$ cat src/hdl/hrot_pkg.sv
// Shared constants and product/term index names for the Hermitian 2x2 rotation pipeline.
`default_nettype none

package hrot_pkg;

    // Matrix word width at the default build (Q15.16).
    localparam int DATA_WIDTH_DEF = 32;

    // Rotation words are Q1.30 in a fixed 32-bit field.
    localparam int ROT_W    = 32;
    localparam int ROT_FRAC = 30;

    // First product bank: matrix element times rotation component.
    localparam int N_PROD   = 12;
    localparam int P_C_ZR   = 0;
    localparam int P_SR_X   = 1;
    localparam int P_C_ZI   = 2;
    localparam int P_SI_X   = 3;
    localparam int P_SR_Y   = 4;
    localparam int P_SI_Y   = 5;
    localparam int P_C_X    = 6;
    localparam int P_SR_ZR  = 7;
    localparam int P_SI_ZI  = 8;
    localparam int P_C_Y    = 9;
    localparam int P_SR_ZI  = 10;
    localparam int P_SI_ZR  = 11;

    // Intermediate terms of the left-hand rotation.
    localparam int N_TERM   = 7;
    localparam int T_T3R    = 0;
    localparam int T_T3I    = 1;
    localparam int T_T4R    = 2;
    localparam int T_T4I    = 3;
    localparam int T_T5     = 4;
    localparam int T_T6     = 5;
    localparam int T_T1I    = 6;

    // Second product bank: intermediate term times rotation component.
    localparam int N_QPROD  = 12;
    localparam int Q_C_T5   = 0;
    localparam int Q_SR_T4R = 1;
    localparam int Q_SI_T4I = 2;
    localparam int Q_C_T6   = 3;
    localparam int Q_SR_T3R = 4;
    localparam int Q_SI_T3I = 5;
    localparam int Q_C_T3R  = 6;
    localparam int Q_SR_T6  = 7;
    localparam int Q_SI_T1I = 8;
    localparam int Q_C_T3I  = 9;
    localparam int Q_SR_T1I = 10;
    localparam int Q_SI_T6  = 11;

endpackage

`default_nettype wire

$ cat src/hdl/hrot_sum_mid.sv
// Second pipeline stage: sums of the first products, rounded to the intermediate terms.
`default_nettype none

module hrot_sum_mid
    import hrot_pkg::*;
#(
    parameter int DATA_WIDTH = DATA_WIDTH_DEF,
    localparam int PW = DATA_WIDTH + ROT_W,
    localparam int TW = DATA_WIDTH + 4
) (
    input  wire logic                    i_clk,
    input  wire logic                    i_en,
    input  wire logic signed [PW-1:0]    i_prod [N_PROD],
    input  wire logic signed [ROT_W-1:0] i_c,
    input  wire logic signed [ROT_W-1:0] i_sr,
    input  wire logic signed [ROT_W-1:0] i_si,
    output logic signed [TW-1:0]         o_term [N_TERM],
    output logic signed [ROT_W-1:0]      o_c,
    output logic signed [ROT_W-1:0]      o_sr,
    output logic signed [ROT_W-1:0]      o_si
);

    // Two guard bits cover a sum of three products.
    localparam int SW = PW + 2;
    localparam logic signed [SW-1:0] HALF =
        {{(SW - ROT_FRAC){1'b0}}, 1'b1, {(ROT_FRAC - 1){1'b0}}};

    function automatic logic signed [SW-1:0] ext(input logic signed [PW-1:0] v);
        return {{(SW - PW){v[PW-1]}}, v};
    endfunction

    // Round half upwards, then drop the rotation fraction bits.
    function automatic logic signed [TW-1:0] rnd(input logic signed [SW-1:0] v);
        logic signed [SW-1:0] r;
        r = v + HALF;
        return r[SW-1:ROT_FRAC];
    endfunction

    logic signed [TW-1:0]    n_term [N_TERM];
    logic signed [TW-1:0]    r_term [N_TERM];
    logic signed [ROT_W-1:0] r_c;
    logic signed [ROT_W-1:0] r_sr;
    logic signed [ROT_W-1:0] r_si;

    always_comb begin
        n_term[T_T3R] = rnd(ext(i_prod[P_C_ZR]) - ext(i_prod[P_SR_X]));
        n_term[T_T3I] = rnd(ext(i_prod[P_C_ZI]) + ext(i_prod[P_SI_X]));
        n_term[T_T4R] = rnd(ext(i_prod[P_C_ZR]) + ext(i_prod[P_SR_Y]));
        n_term[T_T4I] = rnd(ext(i_prod[P_SI_Y]) - ext(i_prod[P_C_ZI]));
        n_term[T_T5]  = rnd(ext(i_prod[P_C_X]) + ext(i_prod[P_SR_ZR])
                            - ext(i_prod[P_SI_ZI]));
        n_term[T_T6]  = rnd(ext(i_prod[P_C_Y]) - ext(i_prod[P_SR_ZR])
                            + ext(i_prod[P_SI_ZI]));
        n_term[T_T1I] = rnd(ext(i_prod[P_SR_ZI]) + ext(i_prod[P_SI_ZR]));
    end

    always_ff @(posedge i_clk) begin
        if (i_en) begin
            r_term <= n_term;
            r_c    <= i_c;
            r_sr   <= i_sr;
            r_si   <= i_si;
        end
    end

    assign o_term = r_term;
    assign o_c    = r_c;
    assign o_sr   = r_sr;
    assign o_si   = r_si;

endmodule

`default_nettype wire

$ cat config.mk
export PLATFORM = sky130hd
export DESIGN_NAME = hrot_sum_mid
export DESIGN_NICKNAME = d
export VERILOG_FILES = /design/src/hdl/hrot_pkg.sv /design/src/hdl/hrot_sum_mid.sv
export SDC_FILE = /design/constraint.sdc
export NUM_CORES = 2
export LEC_CHECK = 0
export BUFFER_PORTS_ARGS = -buffer_cell sky130_fd_sc_hd__buf_2
export CAP_MARGIN = 15
export CELL_PAD_IN_SITES_DETAIL_PLACEMENT = 0
export CELL_PAD_IN_SITES_GLOBAL_PLACEMENT = 1
export CORE_AREA = 2 2 478 480
export DETAILED_ROUTE_END_ITERATION = 8
export DIE_AREA = 0 0 480 482
export PLACE_DENSITY = 0.44
export REMOVE_ABC_BUFFERS = 1
export SLEW_MARGIN = 15
export SYNTH_ARGS = -nofsm -noshare
export SYNTH_HDL_FRONTEND = slang
export SYNTH_SLANG_ARGS = --single-unit
$ cat constraint.sdc
create_clock -name i_clk -period 5.37 [get_ports i_clk]
set_clock_uncertainty 0.15 [all_clocks]
set_input_delay 0.2685 -clock i_clk [delete_from_list [all_inputs] [get_ports i_clk]]
set_output_delay 0.2685 -clock i_clk [all_outputs]
set_load 0.05 [all_outputs]
==> flow_summary.yaml <==
outcome:
  status: "complete, no violations"
run:
  max-cap-violations: 0
yosys:
  syn_area_per_cell_sq_um: 9.88
  synth_cells: 3981
  yosysTopAreaCell: "ha_1"
  async_flop_share: 0
  seq_area_frac_synth: 0.266
  yosysTopAreaCellShare: 0.282
  ys_types: 91
  synthFlopType: "edfxtp_1"
  ys_seq_elements: 348
  yosys_warnings: 0
  synth-edff-count: 348
  synth.area.top_cells: "ha_1, edfxtp_1, fa_1, a21o_1, a21oi_1"
  synth_area_sq_mm: 0.0393
place:
  place_ws_ns: -0.216
  dp_hpwl_mm: 183
  gp_congestion: 0.896
  io_buffer_count: 1213
  placed_cells: 8189
finish:
  nets: 7228
  ff_latch_area_sq_mm: 0.0105
  area_growth_pct: 33.3
  fin_cells: 8433
  final_cell_mix: "buf_2, ha_1, inv_1"
  drive_above_1_share: 0.260
  n_fill_cell: 24965
  multi_input_area_sq_mm: 0.0270
  final_common_cell: "buf_2"
min_path:
  hold_path.class: "in2reg"
worst_setup_path:
  cp_slowest_cell: "a221oi_2"
  setup.worst_path.start_class: "input port"
  crit_buf_inv: 3
  critPathTopFamily: "compound AO/OA/AOI/OAI gates"
  cp.arrival_ns: 4.93
  slowest_delay_ns: 0.71
  crit_path_end_kind: "flop"
  cp.required_ns: 5.66
  path_cells: "buf_2, inv_1, fa_1, ha_1, ha_1, and4_1, and3_1, o21ai_0, o21ai_0, a41oi_1, o311ai_1, a221oi_2, o31a_1, o31ai_1, buf_4, a221o_1, a211oi_1, xnor2_1"
  cp_max_fo: 5
  setup.worst_path.class: "in2reg"
drt:
  drt_first_iter_violations: 1592
  wl_per_cell_um: 24.4
  wl_mm: 205
  drtPass1Iterations: 7
  drc: 0
  vias: 36173
  antenna_left: 0
  vias_per_cell: 4.29
cts:
  cts_htree_levels: 2
  cts_sinks: 348
  cts_tree: "yes"
  cts_made_buffers: 53
  clock_tree.root_cell: "clkbuf_16"
  clockBufferDepth: 3
  cts.clk_slew.worst_paths_ns: 0.06
floorplanning:
  start_util: 0.174
  coreArea_sq_mm: 0.226
  die-area_sq_mm: 0.231
  ioPinCount: 1214
  fp.dieW_um: 480
  num_rows: 175
  die_h_um: 482
timing:
  hold_viol: 0
  finalWorstSetupSlack_ns: 0.735
  max-slew-margin-rel: 0.299
  rsz0062_at_grt: "false"
  hold_slack_ns: 0.0738
  setup_viol: 0
  min_period_ns: 4.64
  max_freq_mhz: 216
  slew_violations: 0
  fin_crit_sh: 0.863
  tightest_slew_ns: 1.05
global_routing:
  grt_pass1_wl_mm: 283
  track_usage: 0.171
  grt_pass1_vias: 38327
  gr-total-overflow: 0
  grt_antenna_before_repair: 122
  grt_start_max_net_pins: 108
power_and_ir_drop:
  power_mw: 16.7
  vdd_drop_max_mv: 0.291
  power.density_mw_per_mm2: 319
  p_leak_nw: 26.3
-- per-stage QoR --
step	cell area, sq um	TNS, ns	util
floorplan	39100	0	-
global placement	49400	-0.291	0.218
detailed placement	49400	-0.216	0.218
CTS	52300	0	0.231
global route	52400	0	0.231
finish	52400	0	0.232
-- power breakdown --
part           internal, mW  switching, mW
clock                  2.12           1.60
sequential             3.78          0.182
combinational          2.89           6.16
total                  8.79           7.94
-- metal layers --
layer  global-route usage  routed length (um)
met5                    0                 539
met4               0.0373                5240
met3               0.0399               12100
met2                0.320              105000
met1                0.196               82400
-- Yosys cell counts (all sizes together), types with 20 or more instances --
| cell type | instances |
|---|---|
| a211oi | 22 |
| a21boi | 21 |
| a21o | 288 |
| a21oi | 392 |
| a31oi | 41 |
| and3 | 26 |
| clkbuf | 67 |
| edfxtp | 348 |
| fa | 126 |
| ha | 886 |
| inv | 430 |
| nand2 | 191 |
| nand2b | 20 |
| nand3 | 75 |
| nand4 | 105 |
| nor2 | 127 |
| nor2b | 55 |
| nor3 | 31 |
| o21a | 30 |
| o21ai | 171 |
| o21bai | 51 |
| xnor2 | 142 |
| xor2 | 98 |
-- what timing repair did --
item	in CTS	in global routing
endpoints found under the hold margin	203	0
setup endpoints to repair	0	0
setup buffers	0	0
hold buffers	115	0
resized for setup	0	0
-- area by class of cell --
class / instances / share of cell area
Tap cell: 3009 / 0.0718
Timing Repair Buffer: 1383 / 0.147
Inverter: 431 / 0.0309
Sequential cell: 348 / 0.199
Multi-Input combinational cell: 3133 / 0.516
Antenna cell: 34 / 0.00162
Clock buffer: 59 / 0.0257
Clock inverter: 36 / 0.00811
-- registers in the layout, indices dropped and copies added (netlist names) --
register	count
o_sr	32
o_si	32
o_term	252
o_c	32
-- cell families after synthesis --
logic type	Yosys count	synth area share
AO/OA/AOI/OAI	1171	0.195
adder cells (fa/ha/maj)	1012	0.346
AND/OR/NAND/NOR	709	0.0919
buffers and inverters	500	0.0479
flip-flops	348	0.266
XOR/XNOR	240	0.0535
multiplexers	1	0.000286
-- path summary, 6_finish.rpt --
kind,start,endpoint,depth (start not counted)
worst min-delay path,i_prod[567],o_term[206],4
worst max-delay path,i_prod[267],o_term[64],18
Note: power is estimated with default switching activity, not from simulation.
