<file path="src/hdl/hrot_pkg.sv">
// Shared constants and product/term index names for the Hermitian 2x2 rotation pipeline.
`default_nettype none

package hrot_pkg;

    // Matrix word width at the default build (Q15.16).
    localparam int DATA_WIDTH_DEF = 32;

    // Rotation words are Q1.30 in a fixed 32-bit field.
    localparam int ROT_W    = 32;
    localparam int ROT_FRAC = 30;

    // First product bank: matrix element times rotation component.
    localparam int N_PROD   = 12;
    localparam int P_C_ZR   = 0;
    localparam int P_SR_X   = 1;
    localparam int P_C_ZI   = 2;
    localparam int P_SI_X   = 3;
    localparam int P_SR_Y   = 4;
    localparam int P_SI_Y   = 5;
    localparam int P_C_X    = 6;
    localparam int P_SR_ZR  = 7;
    localparam int P_SI_ZI  = 8;
    localparam int P_C_Y    = 9;
    localparam int P_SR_ZI  = 10;
    localparam int P_SI_ZR  = 11;

    // Intermediate terms of the left-hand rotation.
    localparam int N_TERM   = 7;
    localparam int T_T3R    = 0;
    localparam int T_T3I    = 1;
    localparam int T_T4R    = 2;
    localparam int T_T4I    = 3;
    localparam int T_T5     = 4;
    localparam int T_T6     = 5;
    localparam int T_T1I    = 6;

    // Second product bank: intermediate term times rotation component.
    localparam int N_QPROD  = 12;
    localparam int Q_C_T5   = 0;
    localparam int Q_SR_T4R = 1;
    localparam int Q_SI_T4I = 2;
    localparam int Q_C_T6   = 3;
    localparam int Q_SR_T3R = 4;
    localparam int Q_SI_T3I = 5;
    localparam int Q_C_T3R  = 6;
    localparam int Q_SR_T6  = 7;
    localparam int Q_SI_T1I = 8;
    localparam int Q_C_T3I  = 9;
    localparam int Q_SR_T1I = 10;
    localparam int Q_SI_T6  = 11;

endpackage

`default_nettype wire

</file>
<file path="src/hdl/hrot_sum_out.sv">
// Fourth pipeline stage: final sums, rounding and saturation into the output register.
`default_nettype none

module hrot_sum_out
    import hrot_pkg::*;
#(
    parameter int DATA_WIDTH = DATA_WIDTH_DEF,
    localparam int TW = DATA_WIDTH + 4,
    localparam int QW = TW + ROT_W
) (
    input  wire logic                         i_clk,
    input  wire logic                         i_en,
    input  wire logic signed [QW-1:0]         i_qprod [N_QPROD],
    output logic signed [DATA_WIDTH-1:0]      o_x,
    output logic signed [DATA_WIDTH-1:0]      o_y,
    output logic signed [DATA_WIDTH-1:0]      o_zr,
    output logic signed [DATA_WIDTH-1:0]      o_zi
);

    localparam int SW = QW + 2;
    localparam int RW = SW - ROT_FRAC;
    localparam logic signed [SW-1:0] HALF =
        {{(SW - ROT_FRAC){1'b0}}, 1'b1, {(ROT_FRAC - 1){1'b0}}};
    localparam logic signed [DATA_WIDTH-1:0] MAXV = {1'b0, {(DATA_WIDTH - 1){1'b1}}};
    localparam logic signed [DATA_WIDTH-1:0] MINV = {1'b1, {(DATA_WIDTH - 1){1'b0}}};

    function automatic logic signed [SW-1:0] ext(input logic signed [QW-1:0] v);
        return {{(SW - QW){v[QW-1]}}, v};
    endfunction

    // Round half upwards, then clamp to the matrix word range.
    function automatic logic signed [DATA_WIDTH-1:0] rnd_sat(input logic signed [SW-1:0] v);
        logic signed [SW-1:0] r;
        logic signed [RW-1:0] q;
        logic                 fits;
        r    = v + HALF;
        q    = r[SW-1:ROT_FRAC];
        fits = (&q[RW-1:DATA_WIDTH-1]) || !(|q[RW-1:DATA_WIDTH-1]);
        if (fits) begin
            return q[DATA_WIDTH-1:0];
        end else if (q[RW-1]) begin
            return MINV;
        end else begin
            return MAXV;
        end
    endfunction

    logic signed [DATA_WIDTH-1:0] n_x, n_y, n_zr, n_zi;
    logic signed [DATA_WIDTH-1:0] r_x, r_y, r_zr, r_zi;

    always_comb begin
        n_x  = rnd_sat(ext(i_qprod[Q_C_T5]) + ext(i_qprod[Q_SR_T4R])
                       + ext(i_qprod[Q_SI_T4I]));
        n_y  = rnd_sat(ext(i_qprod[Q_C_T6]) - ext(i_qprod[Q_SR_T3R])
                       + ext(i_qprod[Q_SI_T3I]));
        n_zr = rnd_sat(ext(i_qprod[Q_C_T3R]) + ext(i_qprod[Q_SR_T6])
                       + ext(i_qprod[Q_SI_T1I]));
        n_zi = rnd_sat(ext(i_qprod[Q_C_T3I]) + ext(i_qprod[Q_SR_T1I])
                       - ext(i_qprod[Q_SI_T6]));
    end

    always_ff @(posedge i_clk) begin
        if (i_en) begin
            r_x  <= n_x;
            r_y  <= n_y;
            r_zr <= n_zr;
            r_zi <= n_zi;
        end
    end

    assign o_x  = r_x;
    assign o_y  = r_y;
    assign o_zr = r_zr;
    assign o_zi = r_zi;

endmodule

`default_nettype wire

</file>
<file path="config.mk">
export PLATFORM = sky130hd
export DESIGN_NAME = hrot_sum_out
export DESIGN_NICKNAME = d
export VERILOG_FILES = /design/src/hdl/hrot_pkg.sv /design/src/hdl/hrot_sum_out.sv
export SDC_FILE = /design/constraint.sdc
export NUM_CORES = 1
export LEC_CHECK = 0
export CAP_MARGIN = 25
export CORE_AREA = 10 10 358 360
export CTS_CLUSTER_DIAMETER = 80
export CTS_CLUSTER_SIZE = 20
export DETAILED_ROUTE_END_ITERATION = 10
export DIE_AREA = 0 0 368 370
export DONT_BUFFER_PORTS = 1
export PLACE_DENSITY = 0.5
export SETUP_SLACK_MARGIN = 0.2
export SLEW_MARGIN = 0
export SYNTH_ARGS = -nofsm -noshare
export SYNTH_HDL_FRONTEND = slang
export SYNTH_SLANG_ARGS = --single-unit
</file>
<file path="constraint.sdc">
create_clock -name i_clk -period 13.5 [get_ports i_clk]
set_input_delay 1.35 -clock i_clk [delete_from_list [all_inputs] [get_ports i_clk]]
set_output_delay 1.35 -clock i_clk [all_outputs]
set_load 0.02 [all_outputs]
</file>
==> results of run 1 <==
[critical path, cell delays in order]
cell	delay, ns
inv_1	0.03
fa_1	0.53
inv_1	0.05
ha_1	0.27
ha_1	0.40
a21oi_1	0.36
o21ai_0	0.22
a41oi_1	0.44
nand2_1	0.09
nor4_1	0.58
o41a_1	0.43
o21ai_1	0.18
xnor2_1	0.25
nand4_1	0.17
o41ai_4	0.32
buf_4	0.37
o21ai_0	0.18
[stage by stage]
step / hold slack [ns] / power (W)
floorplan: 1.463 / 0.003017
CTS: 0.9182 / 0.004459
finish: 0.9856 / 0.004423
global route: 0.9278 / 0.004825
global placement: 1.477 / 0.003966
detailed placement: 1.477 / 0.003962
[registers in the layout, summed over array words and instances (netlist names)]
signal / cells
o_x: 32
o_y: 32
o_zi: 32
o_zr: 32
[power breakdown]
part | total [W] | internal, W | switching [W]
logic | 0.00293 | 0.00111 | 0.00182
clock network | 0.000457 | 0.000245 | 0.000212
registers | 0.00103 | 0.000682 | 0.000351
total | 0.00442 | 0.00204 | 0.00239
[worst max path at each step]
stage	start	end	slack (ns)	cells after the start
finish	i_qprod[235]	o_zr[23]	7.46	17
global route	i_qprod[618]	o_x[9]	7.21	17
CTS	i_qprod[235]	o_zr[23]	7.57	17
detailed placement	i_qprod[235]	o_zr[23]	7.04	17
global placement	i_qprod[235]	o_zr[6]	7.04	17
floorplan	i_qprod[640]	o_x[21]	8.04	17
[layout by cell type (no fill, tap or decap), types with 62 or more instances in the layout]
master,synthesis,final
inv_1,826,826
nor2_1,153,153
nand4_1,76,76
a21o_1,133,133
o21ai_0,214,214
ha_1,540,540
nand2_1,241,241
xnor2_1,91,91
nand3_1,62,62
fa_1,268,268
a21oi_1,306,306
edfxtp_1,128,128
[final cells by class]
cell class                      instances  area, µm²
Inverter                              826       3100
Antenna cell                            2      5.005
Fill cell                           13259      88210
Tap cell                             1625       2033
Sequential cell                       128       3844
Clock inverter                          9      72.57
Multi-Input combinational cell       2684      23310
Timing Repair Buffer                    8      60.06
Clock buffer                           19      432.9
[metal layers]
layer  global-route usage (%)  vias to the layer above  part of all wire [%]
li1                         -                    12567                     -
met2                    28.23                     1103                    48
met1                    20.53                    12411                    41
met4                    5.803                        0                   3.3
met5                        0                        -                     0
met3                    4.027                      115                   7.8
[kinds of logic (layout without fill, tap and decap cells)]
logic type | after synthesis | in the layout
muxes | 4 | 4
adders and majority gates | 808 | 808
AOI/OAI and AO/OA | 985 | 985
and+or+nand+nor | 737 | 737
DFF | 128 | 128
xor gates and xnor gates | 150 | 150
buffers and inverters | 923 | 862
other | 0 | 2
==> results.tsv, run 1 <==
stage	metric	value	unit
global_route	antenna_found_initial	10	
route	drt-pass1-iter-count	5	
status	status	completed	
floorplanning	die_h	370	µm
floorplanning	initial_core_util	25.29	%
power_and_ir_drop	p_per_area	134.6	nW/µm²
setup_path	end_kind	register	
floorplanning	io-pin-count	946	
timing	setup_violations	0	
yosys	synth_top_area_share	22.06	%
timing	grt_setup_unrepaired	no	
clock_tree	cts_resized	0	
yosys	synth-simple-area-share	11.63	%
yosys	synthAdderAreaFrac	39.58	%
setup_path	worstPathArrival	6.24	ns
route	routed-via-count	26196	
timing	setup_slack	7.465	ns
clock_tree	clock_sinks	128	
placement	routabilityCongestion	0.9251	
final_layout	fin_util	27.14	%
timing	maxSlewHeadroom	44.53	%
hold_path	hold_depth	0	
route	vias_per_cell	4.942	
yosys	synth_mux_area_share	0.1307	%
yosys	synth_top_family_by_area	adder cells	
timing	fin_crit	6.035	ns
hold_path	hold_path.class	in -> reg	
hold_path	holdCritStartpoint	i_en	
global_route	overflow	0	
global_route	grt_pass1_vias	27473	
route	drc	0	
floorplanning	die_area	136200	µm²
global_route	grt_pass1_wl	174500	µm
timing	fmaxAchievable	165.7	MHz
yosys	syn_area_per_cell	8.200	µm²
yosys	ys_types	86	
final_layout	fin_nets	5291	
clock_tree	cts_tree	done	
global_route	grt_usage	16.67	%
clock_tree	cts_buffer_depth	2	
timing	slew_violations	0	
yosys	yosysMostFrequentCell	inv_1	
placement	dpl_cell_area	32350	µm²
final_layout	stdcell_count	5301	
global_route	grt_start_max_net_pins	129	
route	drtIter0Drc	1687	
placement	dpl.hpwl	106200	µm
floorplanning	die_width	368	µm
floorplanning	row_count	128	
yosys	synth-main-ff-cell	edfxtp_1	
clock_tree	h-tree-depth	4	
placement	portBuffers	0	
floorplanning	core_area	121100	µm²
yosys	ys_seq_area_share	12.55	%
timing	hold_viol_final	0	
clock_tree	cts_inserted_buffers	17	
clock_tree	cts_hold_buf	0	
yosys	yosys-top-cells-count	inv_1 (826), ha_1 (540), a21oi_1 (306)	
route	antenna_left	0	
yosys	yosys-top-cells-area	ha_1 (22%), fa_1 (18%), edfxtp_1 (13%)	
power_and_ir_drop	leakagePower	16.47	nW
yosys	synth_top_area_cell	ha_1	
timing	fin_crit_sh	44.71	%
setup_path	worstSetupPathType	in -> reg	
final_layout	design_area	32860	µm²
yosys	synth_warnings	0	
placement	preCtsSetupSlack	7.037	ns
setup_path	critPathMaxFanout	31	
hold_path	holdPathEnd	o_y[19]	
clock_tree	clockRootBuffer	clkbuf_16	
setup_path	start_kind	primary input	
clock_tree	clk_pin_slew_worst_paths	0.06	ns
setup_path	crit_required	13.70	ns
clock_tree	post_cts.repair.setup_buffers	0	
final_layout	area_delta_synth_final	7.301	%
job	drv_cap	0	
yosys	synth-seq-cells	128	
yosys	synth_edf_count	128	
yosys	netlist_area	30630	µm²
final_layout	layout-drive-gt1-share	2.232	%
yosys	syn_inst	3735	
yosys	synth_nets	5361	
route	drt-wirelength-per-cell	22.29	µm
timing	tightest_slew	0.8110	ns
power_and_ir_drop	ir_drop	0.08705	mV
timing	tns	0	ns
route	wl	118200	µm
yosys	synth_xor_area_share	4.290	%
yosys	async_reset_ff_share	0	%
yosys	synth_compound_area_share	20.35	%
placement	dp.cells	5271	
(Power assumes the default switching activity.)
==> inputs of run 2 (changes only) <==
--- a/config.mk
+++ b/config.mk
@@ -5,14 +5,15 @@
 export SDC_FILE = /design/constraint.sdc
 export NUM_CORES = 1
 export LEC_CHECK = 0
+export ABC_AREA = 1
 export CAP_MARGIN = 25
-export CORE_AREA = 10 10 358 360
+export CORE_AREA = 10 10 360 362
 export CTS_CLUSTER_DIAMETER = 80
 export CTS_CLUSTER_SIZE = 20
 export DETAILED_ROUTE_END_ITERATION = 10
-export DIE_AREA = 0 0 368 370
+export DIE_AREA = 0 0 370 372
 export DONT_BUFFER_PORTS = 1
-export PLACE_DENSITY = 0.5
+export PLACE_DENSITY = 0.55
 export SETUP_SLACK_MARGIN = 0.2
 export SLEW_MARGIN = 0
 export SYNTH_ARGS = -nofsm -noshare
==> constraint.sdc (replaced) <==
create_clock -name i_clk -period 5.4 [get_ports i_clk]
set_input_delay 0.54 -clock i_clk [delete_from_list [all_inputs] [get_ports i_clk]]
set_output_delay 0.54 -clock i_clk [all_outputs]
set_load 0.02 [all_outputs]
==> run 2 against run 1 <==
Design area is 14% higher. Largest power group unchanged. Power rose to 2.8 times the previous value. Sequential power increased to 2.6 times the previous value. Non-clock buffer count fell by 5. Hold slack got worse by 0.83 ns. Wire length up 23%. Synthesized area up 14%. Setup slack worse by 6.3 ns. Global-route usage increased by 3.6 points. Combinational power grew to 2.9 times the previous value. Critical path depth fell by 2. Largest cell class unchanged.
==> results.tsv, run 2 <==
stage	metric	value	unit
global_route	grt_usage	20.28	%
clock_tree	clk_pin_slew_worst_paths	0.07	ns
yosys	synth_top_area_cell	ha_1	
yosys	synth-main-ff-cell	edfxtp_1	
setup_path	crit_required	5.63	ns
yosys	synth_nets	6894	
hold_path	hold_path.class	in -> reg	
timing	fmaxAchievable	236.1	MHz
timing	setup_violations	0	
timing	tightest_slew	0.8942	ns
floorplanning	core_area	122700	µm²
clock_tree	cts_resized	0	
floorplanning	initial_core_util	28.45	%
final_layout	layout-drive-gt1-share	2.500	%
floorplanning	die_area	137600	µm²
placement	routabilityCongestion	0.9732	
job	drv_cap	0	
yosys	ys_seq_area_share	11.01	%
clock_tree	cts_inserted_buffers	17	
placement	dpl.hpwl	133800	µm
placement	portBuffers	0	
final_layout	fill_cells	13906	
setup_path	critPathMaxFanout	31	
floorplanning	io-pin-count	946	
timing	maxSlewHeadroom	39.76	%
final_layout	final_common_cell	nand2_1	
timing	grt_setup_unrepaired	no	
yosys	synth_edf_count	128	
setup_path	worstSetupPathType	in -> reg	
timing	hold_viol_final	0	
route	drt-wirelength-per-cell	21.00	µm
floorplanning	row_count	129	
yosys	async_reset_ff_share	0	%
yosys	synth-seq-cells	128	
route	drtIter0Drc	1680	
setup_path	end_kind	register	
status	status	completed	
yosys	synth_top_area_share	19.36	%
clock_tree	h-tree-depth	4	
yosys	syn_area_per_cell	6.625	µm²
final_layout	fin_nets	6892	
setup_path	start_kind	primary input	
final_layout	final_cell_mix	nand2_1 (1367), inv_1 (1246), nor2_1 (571), ha_1 (540), a21oi_1 (369)	
power_and_ir_drop	leakagePower	20.11	nW
timing	slew_violations	0	
placement	preCtsSetupSlack	0.7550	ns
yosys	syn_inst	5268	
clock_tree	cts_buffer_depth	2	
route	wl	145300	µm
placement	dpl_cell_area	36700	µm²
global_route	antenna_found_initial	3	
route	drt-pass1-iter-count	6	
timing	fin_crit	4.235	ns
power_and_ir_drop	p_per_area	332.3	nW/µm²
global_route	overflow	0	
power_and_ir_drop	ir_drop	0.2260	mV
hold_path	hold_depth	0	
clock_tree	cts_hold_buf	0	
clock_tree	clock_sinks	128	
setup_path	cp-startpoint	i_qprod[252]	
final_layout	area_delta_synth_final	6.876	%
yosys	ys_types	45	
final_layout	fin_util	30.41	%
yosys	yosys-top-cells-area	ha_1 (19%), fa_1 (15%), nand2_1 (15%)	
global_route	grt_pass1_vias	33988	
timing	tns	0	ns
yosys	yosys-top-cells-count	nand2_1 (1367), inv_1 (1246), nor2_1 (571)	
clock_tree	clockRootBuffer	clkbuf_16	
clock_tree	post_cts.repair.setup_buffers	0	
floorplanning	die_width	370	µm
route	routed-via-count	32351	
yosys	yosysMostFrequentCell	nand2_1	
final_layout	design_area	37300	µm²
timing	setup_slack	1.165	ns
global_route	grt_start_max_net_pins	129	
clock_tree	cts_tree	done	
setup_path	critPathCapture	o_zr[11]	
timing	timing.hold.ws	0.1605	ns
global_route	grt_pass1_wl	210900	µm
yosys	synth_warnings	0	
route	drc	0	
setup_path	worstPathArrival	4.46	ns
floorplanning	die_h	372	µm
route	vias_per_cell	4.677	
yosys	netlist_area	34900	µm²
route	antenna_left	0	
timing	fin_crit_sh	78.43	%
run 2: cell count changes after synthesis, moves of 63 or more:
cell,previous run,this run
inv_1,826,1246
a21oi_1,306,369
a21o_1,133,23
nor2_1,153,571
nand2_1,241,1367
clkbuf_1,78,0
run 2: cell type report:
type                    instances  area (µm²)  area share (%)
well taps                    1637        2048           5.491
clock buffers                  17       425.4           1.140
clock inverters                15       171.4          0.4595
repair buffers                  3       22.52         0.06038
flip-flops and latches        128        3844           10.30
diodes                          1       2.502        0.006708
multi-input cells            3842       26010           69.72
inverters                    1274        4782           12.82
run 2: cells by family (layout without fill, tap and decap cells):
family / Yosys count / count (layout) / synth area share (%)
adder cells (fa/ha/maj): 808 / 808 / 34.73
AND/OR/NAND/NOR: 2216 / 2216 / 25.69
other: 0 / 1 / 0
flip-flops: 128 / 128 / 11.01
AO/OA/AOI/OAI: 695 / 695 / 10.94
XOR/XNOR: 123 / 123 / 3.151
buffers and inverters: 1298 / 1309 / 14.48
run 2: through the flow:
stage | power (W) | std cells
finish | 0.01239 | 6917
global route | 0.01359 | 6916
CTS | 0.01252 | 6916
detailed placement | 0.01118 | 6884
global placement | 0.01122 | 6884
floorplan | 0.008196 | 5268
run 2: worst max-delay path: stages:
cell and delay, ns:
inv_1 0.03, fa_1 0.53, inv_1 0.04, ha_1 0.26
ha_1 0.33, a21oi_1 0.39, o21ai_0 0.32, a21oi_1 0.32
o21ai_1 0.15, a21oi_1 0.21, nand3_1 0.13, xnor2_1 0.43
nand2_2 0.50, nand2_1 0.19, nand2_1 0.07
run 2: metal layers:
metal | GRT usage, % | up-vias | part of all wire [%]
li1 | - | 16285 | -
met1 | 24.91 | 14954 | 43
met2 | 35.93 | 996 | 49
met3 | 4.462 | 116 | 6.5
met4 | 4.408 | 0 | 2.0
met5 | 0 | - | 0
run 2: how the worst min path moves through the flow:
stage               slack [ns]  startpoint  endpoint
finish                    0.16        i_en    o_y[0]
global route              0.12        i_en    o_y[0]
CTS                       0.11        i_en   o_y[30]
detailed placement        0.67        i_en    o_y[0]
global placement          0.67        i_en    o_y[0]
floorplan                 0.65        i_en    o_x[0]
run 2: where the power goes:
part	total [W]	internal [W]	switching (W)
Combinational	0.00850	0.00274	0.00576
Clock	0.00125	0.000656	0.000591
Sequential	0.00264	0.00172	0.000926
Total	0.0124	0.00511	0.00728
